<file path="config.mk">
export PLATFORM = sky130hd
export DESIGN_NAME = mqtt_receive_deframer_core
export DESIGN_NICKNAME = d
export VERILOG_FILES = /design/src/rtl/core/mqdf_pkg.sv /design/src/rtl/core/mqdf_parser.sv /design/src/rtl/core/mqtt_receive_deframer_core.sv
export SDC_FILE = /design/constraint.sdc
export NUM_CORES = 1
export LEC_CHECK = 0
export ABC_AREA = 1
export BUFFER_PORTS_ARGS = -buffer_cell sky130_fd_sc_hd__buf_2
export CAP_MARGIN = 20
export CORE_MARGIN = 2
export CORE_UTILIZATION = 51
export DETAILED_ROUTE_END_ITERATION = 16
export PLACE_DENSITY = 0.68
export SLEW_MARGIN = 20
export SYNTH_ARGS = -nofsm -noshare
export SYNTH_HDL_FRONTEND = slang
export SYNTH_SLANG_ARGS = --single-unit
</file>
<file path="constraint.sdc">
create_clock -name clk -period 2.4 [get_ports clk]
set_input_delay 0.12 -clock clk [delete_from_list [all_inputs] [get_ports clk]]
set_output_delay 0.12 -clock clk [all_outputs]
set_load 0.03 [all_outputs]
</file>
<file path="src/rtl/core/mqdf_pkg.sv">
// ----------------------------------------------------------------------------
// mqdf_pkg: shared types and constants of the MQTT receive deframer
// Phase and event codes, protocol constants and the result record passed
// from the parser to the output stage.
// ----------------------------------------------------------------------------
package mqdf_pkg;

	// parser phase; the unused code 3 behaves as header
	typedef enum logic [1:0] {
		PH_HEADER = 2'd0,
		PH_LENGTH = 2'd1,
		PH_BODY   = 2'd2
	} phase_t;

	// per-byte event code
	typedef enum logic [2:0] {
		EV_NONE      = 3'd0,
		EV_ACCEPTED  = 3'd1,
		EV_REFUSED   = 3'd2,
		EV_PINGRESP  = 3'd3,
		EV_OTHER     = 3'd4,
		EV_MALFORMED = 3'd5
	} event_t;

	localparam int unsigned LEN_W = 28;

	localparam logic [3:0] TYPE_CONNACK  = 4'd2;
	localparam logic [3:0] TYPE_PINGRESP = 4'd13;
	localparam logic [2:0] CODE_POS      = 3'd3;
	localparam logic [2:0] POS_MAX       = 3'd7;
	localparam logic [2:0] CONNACK_MIN   = 3'd4;
	localparam logic [7:0] CODE_ACCEPTED = 8'h00;
	localparam logic [1:0] LAST_DIGIT    = 2'd3;

	// one result item
	typedef struct packed {
		event_t     ev;
		logic [3:0] msg_type;
		logic       last;
		logic [7:0] code;
	} result_t;

	// classify a completed message
	function automatic event_t classify(input logic [3:0] mtype, input logic [2:0] pos,
			input logic [7:0] code);
		event_t ev;
		if (mtype == TYPE_CONNACK) begin
			if (pos < CONNACK_MIN)
				ev = EV_REFUSED;
			else if (code == CODE_ACCEPTED)
				ev = EV_ACCEPTED;
			else
				ev = EV_REFUSED;
		end else if (mtype == TYPE_PINGRESP) begin
			ev = EV_PINGRESP;
		end else begin
			ev = EV_OTHER;
		end
		return ev;
	endfunction

endpackage

</file>
<file path="src/rtl/core/mqdf_parser.sv">
// ----------------------------------------------------------------------------
// mqdf_parser: fixed header parser and body counter
// Holds the frame state, updates it on every accepted byte and produces the
// result for that byte combinationally.
// ----------------------------------------------------------------------------
module mqdf_parser (
	input  logic                clk,
	input  logic                arst_n,
	input  logic                step,
	input  logic [7:0]          rx_byte,
	output mqdf_pkg::result_t   res
);
	import mqdf_pkg::*;

	phase_t             phase_q,   phase_d;
	logic [3:0]         type_q,    type_d;
	logic [LEN_W-1:0]   len_q,     len_d;
	logic [1:0]         digits_q,  digits_d;
	logic [LEN_W-1:0]   left_q,    left_d;
	logic [2:0]         pos_q,     pos_d;
	logic [7:0]         code_q,    code_d;

	logic [2:0]         pos_cnt;
	logic [7:0]         code_cnt;
	logic [LEN_W-1:0]   digit_val;
	logic [LEN_W-1:0]   len_new;
	logic [LEN_W-1:0]   left_dec;

	// frame byte counting, capture of the code byte
	always_comb begin
		pos_cnt  = (pos_q != POS_MAX) ? pos_q + 3'd1 : pos_q;
		code_cnt = (pos_q == CODE_POS) ? rx_byte : code_q;
	end

	// place the 7-bit length digit at its weight
	always_comb begin
		unique case (digits_q)
			2'd0: digit_val = {21'd0, rx_byte[6:0]};
			2'd1: digit_val = {14'd0, rx_byte[6:0], 7'd0};
			2'd2: digit_val = {7'd0, rx_byte[6:0], 14'd0};
			2'd3: digit_val = {rx_byte[6:0], 21'd0};
			default: digit_val = '0;
		endcase
		len_new  = len_q | digit_val;
		left_dec = (left_q != '0) ? left_q - LEN_W'(1) : left_q;
	end

	// next state and result
	always_comb begin
		phase_d  = phase_q;
		type_d   = type_q;
		len_d    = len_q;
		digits_d = digits_q;
		left_d   = left_q;
		pos_d    = pos_q;
		code_d   = code_q;
		res.ev   = EV_NONE;
		res.last = 1'b0;
		unique case (phase_q)
			PH_LENGTH: begin
				pos_d  = pos_cnt;
				code_d = code_cnt;
				len_d  = len_new;
				if (rx_byte[7]) begin
					if (digits_q == LAST_DIGIT) begin
						res.ev   = EV_MALFORMED;
						res.last = 1'b1;
						phase_d  = PH_HEADER;
					end else begin
						digits_d = digits_q + 2'd1;
					end
				end else begin
					left_d = len_new;
					if (len_new == '0) begin
						res.ev   = classify(type_q, pos_cnt, code_cnt);
						res.last = 1'b1;
						phase_d  = PH_HEADER;
					end else begin
						phase_d = PH_BODY;
					end
				end
			end
			PH_BODY: begin
				pos_d  = pos_cnt;
				code_d = code_cnt;
				left_d = left_dec;
				if (left_dec == '0) begin
					res.ev   = classify(type_q, pos_cnt, code_cnt);
					res.last = 1'b1;
					phase_d  = PH_HEADER;
				end
			end
			default: begin
				// header byte: new frame, position 0 counted
				type_d   = rx_byte[7:4];
				len_d    = '0;
				digits_d = '0;
				left_d   = '0;
				pos_d    = 3'd1;
				code_d   = '0;
				phase_d  = PH_LENGTH;
			end
		endcase
		res.msg_type = type_d;
		res.code     = code_d;
	end

	// state registers
	always_ff @(posedge clk or negedge arst_n) begin
		if (!arst_n) begin
			phase_q  <= PH_HEADER;
			type_q   <= '0;
			len_q    <= '0;
			digits_q <= '0;
			left_q   <= '0;
			pos_q    <= '0;
			code_q   <= '0;
		end else if (step) begin
			phase_q  <= phase_d;
			type_q   <= type_d;
			len_q    <= len_d;
			digits_q <= digits_d;
			left_q   <= left_d;
			pos_q    <= pos_d;
			code_q   <= code_d;
		end
	end

endmodule

</file>
<file path="src/rtl/core/mqtt_receive_deframer_core.sv">
// ----------------------------------------------------------------------------
// mqtt_receive_deframer_core: MQTT fixed header deframer
// Splits a received MQTT byte stream into messages and reports each
// message's end with its classification.
// ----------------------------------------------------------------------------
// Usage:
//   s_axis carries the received bytes, one byte per transfer.
//   m_axis returns exactly one result transfer per input byte, in order:
//   event code, message type and captured CONNACK return code in tdata,
//   and tlast set on the byte that completes or aborts a message.
//   A malformed length (fourth length byte with its continuation bit set) gives the malformed event and
//   the following byte is taken as a new header byte.
// Timing:
//   the result is registered and valid in the cycle after its input transfer;
//   one byte is taken every cycle while the output register is empty or m_axis_tready is high,
//   set by the single output register, which reloads in the same cycle its result is taken.
// Reset:
//   arst_n clears the frame state (next byte is a header) and empties the
//   output register.
// Stall:
//   while a result waits with m_axis_tready low, s_axis_tready is low and
//   the frame state holds.
// ----------------------------------------------------------------------------
module mqtt_receive_deframer_core (
	input  logic        clk,
	input  logic        arst_n,
	// slave side: [7:0] rx_byte
	input  logic        s_axis_tvalid,
	output logic        s_axis_tready,
	input  logic [7:0]  s_axis_tdata,
	// master side: [2:0] event_res, [6:3] msg_type, [14:7] return_code, [15] zero
	output logic        m_axis_tvalid,
	input  logic        m_axis_tready,
	output logic [15:0] m_axis_tdata,
	output logic        m_axis_tlast
);
	import mqdf_pkg::*;

	logic    accept;
	result_t res;
	result_t out_q;
	logic    out_valid_q;

	// take a byte whenever the output register is free or being drained
	assign s_axis_tready = !out_valid_q || m_axis_tready;
	assign accept        = s_axis_tvalid && s_axis_tready;

	mqdf_parser u_parser (
		.clk     (clk),
		.arst_n  (arst_n),
		.step    (accept),
		.rx_byte (s_axis_tdata),
		.res     (res)
	);

	// output valid flag
	always_ff @(posedge clk or negedge arst_n) begin
		if (!arst_n) begin
			out_valid_q <= 1'b0;
		end else if (s_axis_tready) begin
			out_valid_q <= s_axis_tvalid;
		end
	end

	// output payload
	always_ff @(posedge clk) begin
		if (accept) begin
			out_q <= res;
		end
	end

	assign m_axis_tvalid = out_valid_q;
	assign m_axis_tdata  = {1'b0, out_q.code, out_q.msg_type, out_q.ev};
	assign m_axis_tlast  = out_q.last;

endmodule

</file>
After elaboration in Yosys (flattened, before gate mapping)
Index checks and enable logic that the tools add are counted.
{"block": "classes", "reduce_logical": 13, "muxes": 32, "n_lt_le_gt_ge": 1, "n_bitwise": 2, "n_eq_ne": 14, "addsub": 3}
{"operator": "$pmux 28 s2", "count": 2}
{"operator": "$pmux 28 s4", "count": 1}
{"operator": "$logic_not 28->1", "count": 2}
{"operator": "$mux 28", "count": 2}
{"operator": "$or 28x28->28", "count": 1}
{"operator": "$reduce_bool 28->1", "count": 1}
{"operator": "$sub 28x1->28 const B", "count": 1}
{"operator": "$mux 3", "count": 8}
{"operator": "$mux 2", "count": 8}
{"operator": "$mux 8", "count": 2}
{"operator": "$logic_not 8->1", "count": 1}
{"operator": "$pmux 2 s2", "count": 2}
{"operator": "$eq 2x2->1 const B", "count": 3}
{"operator": "$ne 2x2->1 const B", "count": 3}
{"operator": "$pmux 3 s2", "count": 1}
{"operator": "$eq 2x1->1 const B", "count": 2}
{"operator": "$eq 4x2->1 const B", "count": 1}
{"operator": "$eq 4x4->1 const B", "count": 1}
{"operator": "$mux 1", "count": 4}
{"operator": "$mux 4", "count": 1}
{"operator": "$reduce_and 2->1", "count": 2}
{"operator": "$reduce_and 4->1", "count": 1}
{"operator": "$add 3x1->3 const B", "count": 1}
{"operator": "$eq 3x2->1 const B", "count": 1}
{"operator": "13 further kinds", "count": 13}
{"block": "word_totals", "output_inout_bits": 19, "register_bits": 92}

Depth between registers and ports, before layout
Gate-level depths: netlist (run 1).
{"block": "logic_depth", "depth_word": 9, "depth_mapped": 18, "depth_no_buf": 17}

Modules after synthesis
From an unflattened synthesis (run 1), not the netlist that was laid out.
{"block": "hier_totals", "hier_cells": 778, "hier_area_um2": 5662.9}
{"module": "mqdf_parser", "cells_per_inst": 754, "n_inst": 1, "area_per_inst_um2": 5126.2}
{"module": "mqtt_receive_deframer_core", "cells_per_inst": 24, "n_inst": 1, "area_per_inst_um2": 536.8}

Worst setup path after synthesis (run 1)
No wires, ideal clock.
{"block": "synth_timing", "kind": "flip-flop to flip-flop", "startpoint": "register out_valid_q (netlist: m_axis_tvalid)", "endpoint": "register out_q, in the netlist m_axis_tdata[0], enable pin", "path_slack_ps": 264, "arrival_ps": 1752, "period_less_slack_ps": 2136, "path_buffers": 1, "stages_incl_launch_ff": 5, "cell_sequence": "dfrtp_1 > nand2_1 > nand2_1 > clkinv_1 > clkbuf_1"}
{"block": "synth_between", "elab_chain_len": 3}
{"item": "start: declaration", "line": "mqtt_receive_deframer_core.sv:42", "source": "logic out_valid_q;"}
{"item": "start signal: assignment", "line": "mqtt_receive_deframer_core.sv:61", "source": "out_valid_q <= s_axis_tvalid;"}
{"item": "$logic_not 1->1", "line": "mqtt_receive_deframer_core.sv:45", "source": "assign s_axis_tready = !out_valid_q || m_axis_tready;"}
{"item": "$logic_or 1x1->1", "line": "mqtt_receive_deframer_core.sv:45"}
{"item": "net s_axis_tready", "line": "mqtt_receive_deframer_core.sv:29", "source": "output logic s_axis_tready,"}
{"item": "$logic_and 1x1->1", "line": "mqtt_receive_deframer_core.sv:46", "source": "assign accept = s_axis_tvalid && s_axis_tready;"}
{"item": "net accept", "line": "mqtt_receive_deframer_core.sv:39", "source": "logic accept;"}
{"item": "end signal: assignment", "line": "mqtt_receive_deframer_core.sv:68", "source": "out_q <= res;"}
{"item": "end: declaration", "line": "mqtt_receive_deframer_core.sv:41", "source": "result_t out_q;"}
The timed path passes the listed nets, and every way through them passes these cells.
A chain may end at the register's enable or synchronous reset.

==> impl_metrics.tcl, run 1 <==
set metrics [dict create \
    ys_warn_count 0 \
    grt_usage_pct 29.5 \
    finalCriticalPeriod_ns 2.30 \
    crit_start "u_parser.left_q[11]$_DFFE_PN0P_" \
    yosys.area.top_type "dfrtp_1" \
    cts_inserted_buffers 9 \
    antenna_found_initial 0 \
    finalHoldViolations 0 \
    root_buffer "clkbuf_8" \
    fill_cells 1021 \
    dp_hpwl_um 12300 \
    r2r_start "u_parser.left_q[11]$_DFFE_PN0P_" \
    diodes 0 \
    io_buffers 29 \
    num_rows 38 \
    crit_family "simple AND/OR/NAND/NOR gates" \
    max-cap-violations 0 \
    seq_area_frac_synth_pct 42.0 \
    period_share_pct 95.7 \
    core_sq_um 10800 \
    setup_ws_ns 0.102 \
    synthesis.area_sq_um 5670 \
    io_pins 31 \
    hold_path.class "in2reg" \
    dieWidth_um 109 \
    slew_violations 0 \
    synth_edf_count 16 \
    crit_path_end_kind "flip-flop" \
    final_nets 848 \
    detail_route.wl_per_cell_um 17.1 \
    slew_headroom_pct 51.7 \
    cp_max_fo 13 \
    clockBufferDepth 2 \
    fmax_mhz 435 \
    synth_common_cells "nand2_1, o21ai_0, inv_1" \
    synth_top_area_share_pct 33.6 \
    h-tree-depth 3 \
    die_area_sq_um 12000 \
    grt_pass1_wl_um 26500 \
    tightest_slew_ns 0.725 \
    cts_tree "done" \
    setup_viol 0 \
    synth_cells 795 \
    grt_max_degree 77 \
    synth_area_leaders "dfrtp_1, nand2_1, o21ai_0, edfxtp_1, inv_1" \
    syn_area_per_cell_sq_um 7.13 \
    vias_per_cell 5.60 \
    cp_data_arrival_time_ns 2.52 \
    wl_um 16600 \
    ys_ff_latch 92 \
    grt_overflow 0 \
    drt-initial-drc-count 458 \
    num_vias 5444 \
    synth_most_common_cell "nand2_1" \
    async_reset_ff_share_pct 82.6 \
    critPathKind "reg2reg" \
    critPathSlowestCell "dfrtp_1" \
    syn2layout_area_growth_pct 13.6 \
    final_layout_size_suffix_gt1_share_pct 16.7 \
    ys.flop_type "dfrtp_1" \
    critical-path-max-stage-delay_ns 0.44 \
    clk_latency_ns 0.39 \
    startpoint_type "flip-flop" \
    gp_congestion 0.937 \
    cp.buffers_inverters 1 \
    grt_pass1_vias 5162 \
    cp_common_cell "nand2_1" \
    cts.sinks 92 \
    pre_cts_ws_ns -0.184 \
    drc 0 \
    status "complete, no violations" \
    min-delay-start "s_axis_tvalid" \
    ant_nets 0 \
    die_h_um 109 \
    yosysUniqueCellTypes 40 \
    syn_nets 816 \
    start_util_pct 52.3 \
    crit_chain "nor2_1 > nand2_1 > nor2_4 > nand2_2 > clkinv_4 > nand2_8 > nand2_1 > nand2_1 > nor2_1 > nand3_2 > nor2_4 > nand4_1 > a21oi_1" \
    first_pass_iters 6 \
    cp.required_ns 2.62 \
    finalClockSkew_ns 0.0118 \
    clkTransAtPathRegs_ns 0.10 \
]
area by class of cell:
cell class / instances / area, sq um / share of cell area (%)
clock inverters: 6 / 65.1 / 1.01
clock buffers: 10 / 128 / 1.98
flip-flops and latches: 92 / 2390 / 37.1
repair buffers: 51 / 359 / 5.58
multi-input cells: 583 / 2980 / 46.2
inverters: 90 / 345 / 5.36
well taps: 140 / 175 / 2.72
cells by family (layout without fill, tap and decap cells):
logic type,after synthesis,count (layout),share of synthesized area [%]
flops,92,92,42.0
simple gates,411,412,32.0
compound gates,155,155,14.6
xor+xnor,6,6,0.927
other cells,1,1,0.0662
fa+ha+maj,9,9,1.99
buf+inv,121,157,8.41
worst reg2reg max path: stages, from the launching register on:
cell,delay (ns)
dfrtp_1,0.44
nor2_1,0.17
nand2_1,0.13
nor2_4,0.17
nand2_2,0.12
clkinv_4,0.12
nand2_8,0.11
nand2_1,0.16
nand2_1,0.07
nor2_1,0.11
nand3_2,0.11
nor2_4,0.11
nand4_1,0.11
a21oi_1,0.22
layer usage:
layer  wire length (um)  GRT usage [%]  part of all wire [%]  up-vias
li1                   -              -                     -     2645
met1               6880           37.9                    41     2559
met2               8000           48.1                    48      194
met3               1060           5.87                   6.4       46
met4                686           13.2                   4.1        0
met5                  0              0                     0        -
worst paths after layout:
path / to / slack (ns) / depth (start not counted)
min in group asynchronous: u_parser.len_q[21]$_DFFE_PN0P_ / 0.32 / 2
min reg2reg: u_parser.len_q[2]$_DFFE_PN0P_ / 0.49 / 2
max in group asynchronous: u_parser.left_q[6]$_DFFE_PN0P_ / 1.53 / 2
max reg2reg: m_axis_tdata[2]$_DFFE_PP_ / 0.10 / 13
min: m_axis_tvalid$_DFFE_PN0N_ / 0.12 / 3
max: m_axis_tdata[2]$_DFFE_PP_ / 0.10 / 13
state kept, by name, indices dropped and copies added, names as in the netlist:
name,cells
m_axis_tlast,1
m_axis_tdata,15
u_parser.digits_q,2
u_parser.pos_q,3
u_parser.type_q,4
u_parser.left_q,28
u_parser.len_q,28
u_parser.code_q,8
m_axis_tvalid,1
u_parser.phase_q,2
layout by cell type, fill, tap and decap left out, drive strengths merged, types with 2 or more instances in the layout:
cell / count
nand4: 13
nor3: 7
inv: 88
ha: 9
a21o: 3
dfrtp: 76
clkinv: 6
nand3: 59
nor4: 4
buf: 49
o21ai: 103
nand3b: 2
edfxtp: 16
a21oi: 30
nand2: 238
o21a: 6
o31ai: 3
o21bai: 6
xor2: 6
dlygate4sd3: 2
nor2: 86
clkbuf: 10
through the flow:
stage	util [%]	instance area (sq um)	setup TNS, ns	hold slack (ns)	std cells
2_1_floorplan	-	5670	0	-0.176	795
6_report	59.4	6440	0	0.124	972
3_3_place_gp	55.3	6000	-0.194	0.352	949
5_1_grt	59.4	6440	-0.110	0.130	972
4_1_cts	57.5	6230	0	0.116	967
3_5_place_dp	55.3	6000	-0.351	0.353	949
repair_timing:
action                     4_1_cts  5_1_grt
gates cloned                     0        1
resized for setup                5       48
setup buffers                    0        4
setup endpoints to repair        6        6
hold endpoints to repair        77        0
pin swaps                        0        6
hold buffers                     2        0
Power of run 1 is not shown: default switching activity piles up to over one toggle a cycle in this logic, so the estimate is an artifact.
==> inputs of run 2 (changes only) <==
--- a/config.mk
+++ b/config.mk
@@ -9,10 +9,11 @@
 export BUFFER_PORTS_ARGS = -buffer_cell sky130_fd_sc_hd__buf_2
 export CAP_MARGIN = 20
 export CORE_MARGIN = 2
-export CORE_UTILIZATION = 51
+export CORE_UTILIZATION = 55
 export DETAILED_ROUTE_END_ITERATION = 16
-export PLACE_DENSITY = 0.68
+export PLACE_DENSITY_LB_ADDON = 0.15
 export SLEW_MARGIN = 20
 export SYNTH_ARGS = -nofsm -noshare
 export SYNTH_HDL_FRONTEND = slang
+export SYNTH_HIERARCHICAL = 1
 export SYNTH_SLANG_ARGS = --single-unit
==> impl_metrics.tcl, run 2 <==
set metrics [dict create \
    status "complete, no violations" \
    max-cap-violations 0 \
    finalCriticalPeriod_ns 2.32 \
    rr_endpoint "m_axis_tdata[0]$_DFFE_PP_" \
    cp_common_cell "nand2_1" \
    crit_path_end_kind "flip-flop" \
    grt_pass1_wl_um 25400 \
    grt_pass1_vias 5145 \
    h-tree-depth 3 \
    syn_nets 799 \
    cp_max_fo 7 \
    rsz0062_at_grt "yes" \
    io_pins 31 \
    synthesis.area_sq_um 5660 \
    clk_latency_ns 0.37 \
    num_rows 37 \
    syn2layout_area_growth_pct 12.0 \
    startpoint_type "flip-flop" \
    critical-path-max-stage-delay_ns 0.42 \
    critPathKind "reg2reg" \
    ff2ff_setup_slack_ns 0.08 \
    muxShareOfSynthArea_pct 0 \
    period_share_pct 96.8 \
    final_nets 830 \
    slew_headroom_pct 53.0 \
    cts_inserted_buffers 9 \
    ant_nets 0 \
    ff_latch_area_sq_um 2380 \
    io_buffers 29 \
    synth-xor-area-share_pct 0.773 \
    multi_input_area_sq_um 2960 \
    gp_congestion 0.965 \
    die_area_sq_um 11100 \
    placed_cell_area_sq_um 5950 \
    root_buffer "clkbuf_8" \
    vias_per_cell 5.69 \
    grt_overflow 0 \
    synthAdderAreaFrac_pct 1.99 \
    r2r_start "u_parser/digits_q[0]$_DFFE_PN0P_" \
    ys_warn_count 6 \
    core_sq_um 10100 \
    detail_route.wl_per_cell_um 16.5 \
    yosys.area_share.simple_pct 32.6 \
    cp.required_ns 2.63 \
    min_to "m_axis_tvalid$_DFFE_PN0P_" \
    ys_ff_latch 92 \
    yosys.area.top_type "dfrtp_1" \
    tightest_slew_ns 0.705 \
    cts.sinks 92 \
    cp.buffers_inverters 4 \
    crit_chain "inv_2 > ha_4 > buf_4 > clkinvlp_4 > a31oi_1 > inv_1 > nor3_1 > nand3_1 > nor2_2 > nand2_1 > nand2_1 > nand3_2 > a21oi_2" \
    clkTransAtPathRegs_ns 0.10 \
    synth_compound_area_share_pct 15.0 \
    dp_hpwl_um 11400 \
    synth_top_family_by_area "simple AND/OR/NAND/NOR gates" \
    die_h_um 105 \
    wl_um 15700 \
    final_common_cell "nand2_1" \
    cp_data_arrival_time_ns 2.55 \
    syn_area_per_cell_sq_um 7.28 \
    synth_top_area_share_pct 33.6 \
    start_util_pct 55.9 \
    drc 0 \
    synth_edf_count 16 \
    seq_area_frac_synth_pct 42.1 \
    slew_violations 0 \
    hold_depth 4 \
    crit_family "simple AND/OR/NAND/NOR gates" \
    synth_area_leaders "dfrtp_1, nand2_1, o21ai_0, edfxtp_1, nand3_1" \
    synth_cells 778 \
    clockBufferDepth 2 \
    diodes 0 \
    final_cell_mix "nand2_1, o21ai_0, dfrtp_1, inv_1, nor2_1" \
    synth_common_cells "nand2_1, o21ai_0, dfrtp_1" \
    dieWidth_um 105 \
    yosysUniqueCellTypes 36 \
    first_pass_iters 5 \
    final_layout_size_suffix_gt1_share_pct 16.8 \
    critPathSlowestCell "dfrtp_1" \
    grt_usage_pct 29.2 \
    async_reset_ff_share_pct 82.6 \
    grt_max_degree 77 \
    hold_path.class "in2reg" \
    fill_cells 905 \
    fmax_mhz 431 \
    num_vias 5407 \
    drt-initial-drc-count 437 \
    synth_most_common_cell "nand2_1" \
    cts_tree "done" \
    finalHoldViolations 0 \
    antenna_found_initial 0 \
    finalClockSkew_ns 0.0148 \
    worstRegToRegCells 13 \
    min-delay-start "m_axis_tready" \
    stdcell_area_sq_um 6340 \
    ys.flop_type "dfrtp_1" \
    setup_viol 0 \
]
-- run 2: worst max path at each step --
| stage | from | to | slack, ns | depth (start not counted) |
|---|---|---|---|---|
| floorplan | m_axis_tvalid$_DFFE_PN0P_ | u_parser/len_q[7]$_DFFE_PN0P_ | 0.06 | 9 |
| global placement | u_parser/digits_q[0]$_DFFE_PN0P_ | m_axis_tdata[2]$_DFFE_PP_ | 0.04 | 12 |
| detailed placement | u_parser/digits_q[0]$_DFFE_PN0P_ | m_axis_tdata[0]$_DFFE_PP_ | 0.005 | 12 |
| CTS | u_parser/digits_q[0]$_DFFE_PN0P_ | m_axis_tlast$_DFFE_PP_ | 0.002 | 10 |
| global route | u_parser/digits_q[0]$_DFFE_PN0P_ | m_axis_tdata[0]$_DFFE_PP_ | -0.07 | 12 |
| finish | u_parser/digits_q[0]$_DFFE_PN0P_ | m_axis_tdata[0]$_DFFE_PP_ | 0.08 | 13 |
-- run 2: timing repair --
action,4_1_cts,5_1_grt
hold buffers,2,0
pin swaps,0,8
cloned,0,1
setup buffers,0,4
gates resized for setup,2,26
setup endpoints to repair,3,6
endpoints found under the hold margin,77,0
-- run 2: area by class of cell --
class                      instances  area share [%]
clock buffer                      10            2.01
clock inverter                     6            1.52
inverter                          74            4.44
multi-input combinational        581            46.6
sequential                        92            37.6
tap                              136            2.68
timing repair buffer              50            5.01
timing repair inverter             1           0.118
-- run 2: cell families (layout without fill, tap and decap cells) --
family / count (synthesis) / count (layout)
AO/OA/AOI/OAI: 161 / 161
XOR/XNOR: 5 / 5
adder cells (fa/ha/maj): 9 / 9
buffers and inverters: 105 / 141
flip-flops: 92 / 92
other: 1 / 1
AND/OR/NAND/NOR: 405 / 405
-- run 2: per-stage QoR --
stage | instances | TNS [ns] | utilization, % | setup WS [ns] | hold slack, ns
finish | 950 | 0 | 62.5 | 0.0780 | 0.0205
detailed placement | 927 | 0 | 58.7 | 0.00515 | 0.346
CTS | 945 | 0 | 61.3 | 0.00159 | 0.0178
global route | 950 | -0.179 | 62.5 | -0.0747 | 0.0433
global placement | 927 | 0 | 58.7 | 0.0396 | 0.326
floorplan | 778 | 0 | - | 0.0608 | -0.176
-- run 2: per-layer routing --
metal,GRT usage [%],vias to the layer above,wire length (um)
li1,-,2621,-
met3,3.83,45,973
met1,38.4,2504,6690
met5,0,-,0
met4,13.1,0,548
met2,48.1,237,7510
-- run 2: worst reg2reg max path, delay by kind of cell, from the launching register on --
kind            cells  cell delay, ns
fa+ha+maj           1            0.17
buf+inv             4            0.46
simple gates        6            0.83
compound gates      2            0.30
flops               1            0.42
Power of run 2 is left out for the same reason.
==> inputs of run 3 (changes only) <==
--- a/config.mk
+++ b/config.mk
@@ -5,7 +5,6 @@
 export SDC_FILE = /design/constraint.sdc
 export NUM_CORES = 1
 export LEC_CHECK = 0
-export ABC_AREA = 1
 export BUFFER_PORTS_ARGS = -buffer_cell sky130_fd_sc_hd__buf_2
 export CAP_MARGIN = 20
 export CORE_MARGIN = 2
==> impl_metrics.tcl, run 3 <==
set metrics [dict create \
    status "finished with violations" \
    violations "negative setup slack" \
    ys_warn_count 6 \
    setup_viol 10 \
    ant_nets 0 \
    diodes 0 \
    gp_congestion 1.00 \
    fin_tns_setup_ns -4.82 \
    dieWidth_um 103 \
    clk_latency_ns 0.38 \
    min-delay-start "m_axis_tready" \
    h-tree-depth 3 \
    hold_slack_ns 0.0183 \
    synth_edf_count 16 \
    ys.flop_type "dfrtp_1" \
    final_cell_mix "buf_4, nand2_1, dfrtp_1, o21ai_0, a21oi_1" \
    slew_violations 0 \
    ys_ff_latch 92 \
    final_nets 748 \
    dp_hpwl_um 12400 \
    synth_most_common_cell "nand2_1" \
    crit_start "u_parser/left_q[8]$_DFFE_PN0P_" \
    synth_top_area_share_pct 35.2 \
    rsz0062_at_grt "yes" \
    clkTransAtPathRegs_ns 0.09 \
    synth_area_leaders "dfrtp_1, edfxtp_1, nand2_1, o21ai_0, mux2_2" \
    root_buffer "clkbuf_8" \
    drc 0 \
    yosys.area.top_type "dfrtp_1" \
    die_area_sq_um 10600 \
    cp_common_cell "or4_4" \
    wl_um 17700 \
    final_cells 865 \
    startpoint_type "flip-flop" \
    vias_per_cell 6.33 \
    finalCriticalPeriod_ns 3.17 \
    synthesis.area_sq_um 5400 \
    io_pins 31 \
    start_util_pct 56.1 \
    grt_usage_pct 34.3 \
    detail_route.wl_per_cell_um 20.5 \
    antenna_found_initial 0 \
    grt_pass1_vias 5151 \
    crit_family "simple AND/OR/NAND/NOR gates" \
    core_sq_um 9640 \
    hold_path.class "in2reg" \
    critical-path-max-stage-delay_ns 0.58 \
    syn2layout_area_growth_pct 30.6 \
    cp_max_fo 2 \
    synth_common_cells "nand2_1, dfrtp_1, o21ai_0" \
    setup_ws_ns -0.771 \
    r2r_start "u_parser/left_q[8]$_DFFE_PN0P_" \
    crit_chain "or4_4 > or4_4 > o31ai_4 > nand2_1 > o41ai_2 > nand4_1 > nor4_4 > o221ai_2 > mux2_4" \
    syn_nets 633 \
    max-cap-violations 0 \
    tightest_slew_ns 0.978 \
    slew_headroom_pct 34.8 \
    finalHoldViolations 0 \
    cp_data_arrival_time_ns 3.44 \
    fmax_mhz 315 \
    num_rows 36 \
    cp.buffers_inverters 0 \
    cts.sinks 92 \
    finalClockSkew_ns 0.0134 \
    first_pass_iters 5 \
    placed_cells 835 \
    cts_tree "done" \
    period_share_pct 132 \
    seq_area_frac_synth_pct 44.1 \
    critPathSlowestCell "or4_4" \
    synth_cells 612 \
    die_h_um 103 \
    final_layout_size_suffix_gt1_share_pct 32.5 \
    crit_path_end_kind "flip-flop" \
    clockBufferDepth 2 \
    grt_pass1_wl_um 27200 \
    grt_overflow 0 \
    drt-initial-drc-count 434 \
    grt_max_degree 77 \
    async_reset_ff_share_pct 82.6 \
    num_vias 5473 \
    cts_inserted_buffers 9 \
    critPathKind "reg2reg" \
    cp.required_ns 2.67 \
    yosysUniqueCellTypes 66 \
    final_common_cell "buf_4" \
    syn_area_per_cell_sq_um 8.83 \
    io_buffers 29 \
    fill_cells 767 \
]
run 3: per-layer routing:
| metal | global-route usage (%) | part of all wire, % | vias up |
|---|---|---|---|
| met5 | 0 | 0 | - |
| met4 | 14.8 | 4.8 | 0 |
| met3 | 5.15 | 7.1 | 74 |
| met2 | 56.9 | 48 | 279 |
| met1 | 44.6 | 41 | 2645 |
| li1 | - | - | 2475 |
run 3: worst reg2reg max path, cell delays in order (launching register included):
cell      delay, ns
dfrtp_1        0.39
or4_4          0.54
or4_4          0.58
o31ai_4        0.23
nand2_1        0.10
o41ai_2        0.29
nand4_1        0.23
nor4_4         0.23
o221ai_2       0.17
mux2_4         0.31
run 3: stage by stage:
step	utilization, %	instance area [sq um]	setup WS [ns]
5_1_grt	73.2	7060	-0.879
4_1_cts	70.3	6770	-0.742
3_5_place_dp	66.1	6370	-0.810
3_3_place_gp	66.1	6370	-0.779
2_1_floorplan	-	5430	-0.673
6_report	73.2	7060	-0.771
run 3: cell type report:
type | count | area, sq um | share of cell area (%)
Tap cell | 133 | 166 | 2.36
Clock buffer | 10 | 149 | 2.11
Clock inverter | 6 | 83.8 | 1.19
Timing Repair Buffer | 154 | 1130 | 16.0
Inverter | 17 | 63.8 | 0.904
Multi-Input combinational cell | 453 | 3080 | 43.7
Sequential cell | 92 | 2380 | 33.8
run 3: cell families (layout without fill, tap and decap cells):
kind of cell / count (synthesis) / in the layout / synth area share [%]
buf+inv: 67 / 187 / 5.02
xor+xnor: 9 / 9 / 1.46
fa+ha+maj: 9 / 9 / 2.08
mux: 17 / 17 / 3.54
other cells: 1 / 1 / 0.0694
flops: 92 / 92 / 44.1
simple gates: 230 / 230 / 21.4
compound gates: 187 / 187 / 22.3
run 3: worst paths after layout:
kind	slack [ns]	end	cells after the start
min in group asynchronous	0.43	u_parser/len_q[12]$_DFFE_PN0P_	2
worst min-delay path	0.02	m_axis_tvalid$_DFFE_PN0P_	3
worst max-delay path	-0.77	u_parser/phase_q[1]$_DFFE_PN0P_	9
max in group asynchronous	1.28	u_parser/left_q[19]$_DFFE_PN0P_	2
worst min register to register	0.51	u_parser/len_q[10]$_DFFE_PN0P_	2
worst max register to register	-0.77	u_parser/phase_q[1]$_DFFE_PN0P_	9
run 3: repair_timing:
action / 4_1_cts / 5_1_grt
setup endpoints to repair: 26 / 31
pin swaps: 9 / 18
hold endpoints to repair: 77 / 0
hold buffers: 2 / 0
setup buffers: 7 / 5
resized for setup: 19 / 54
Power of run 3 is left out for the same reason.
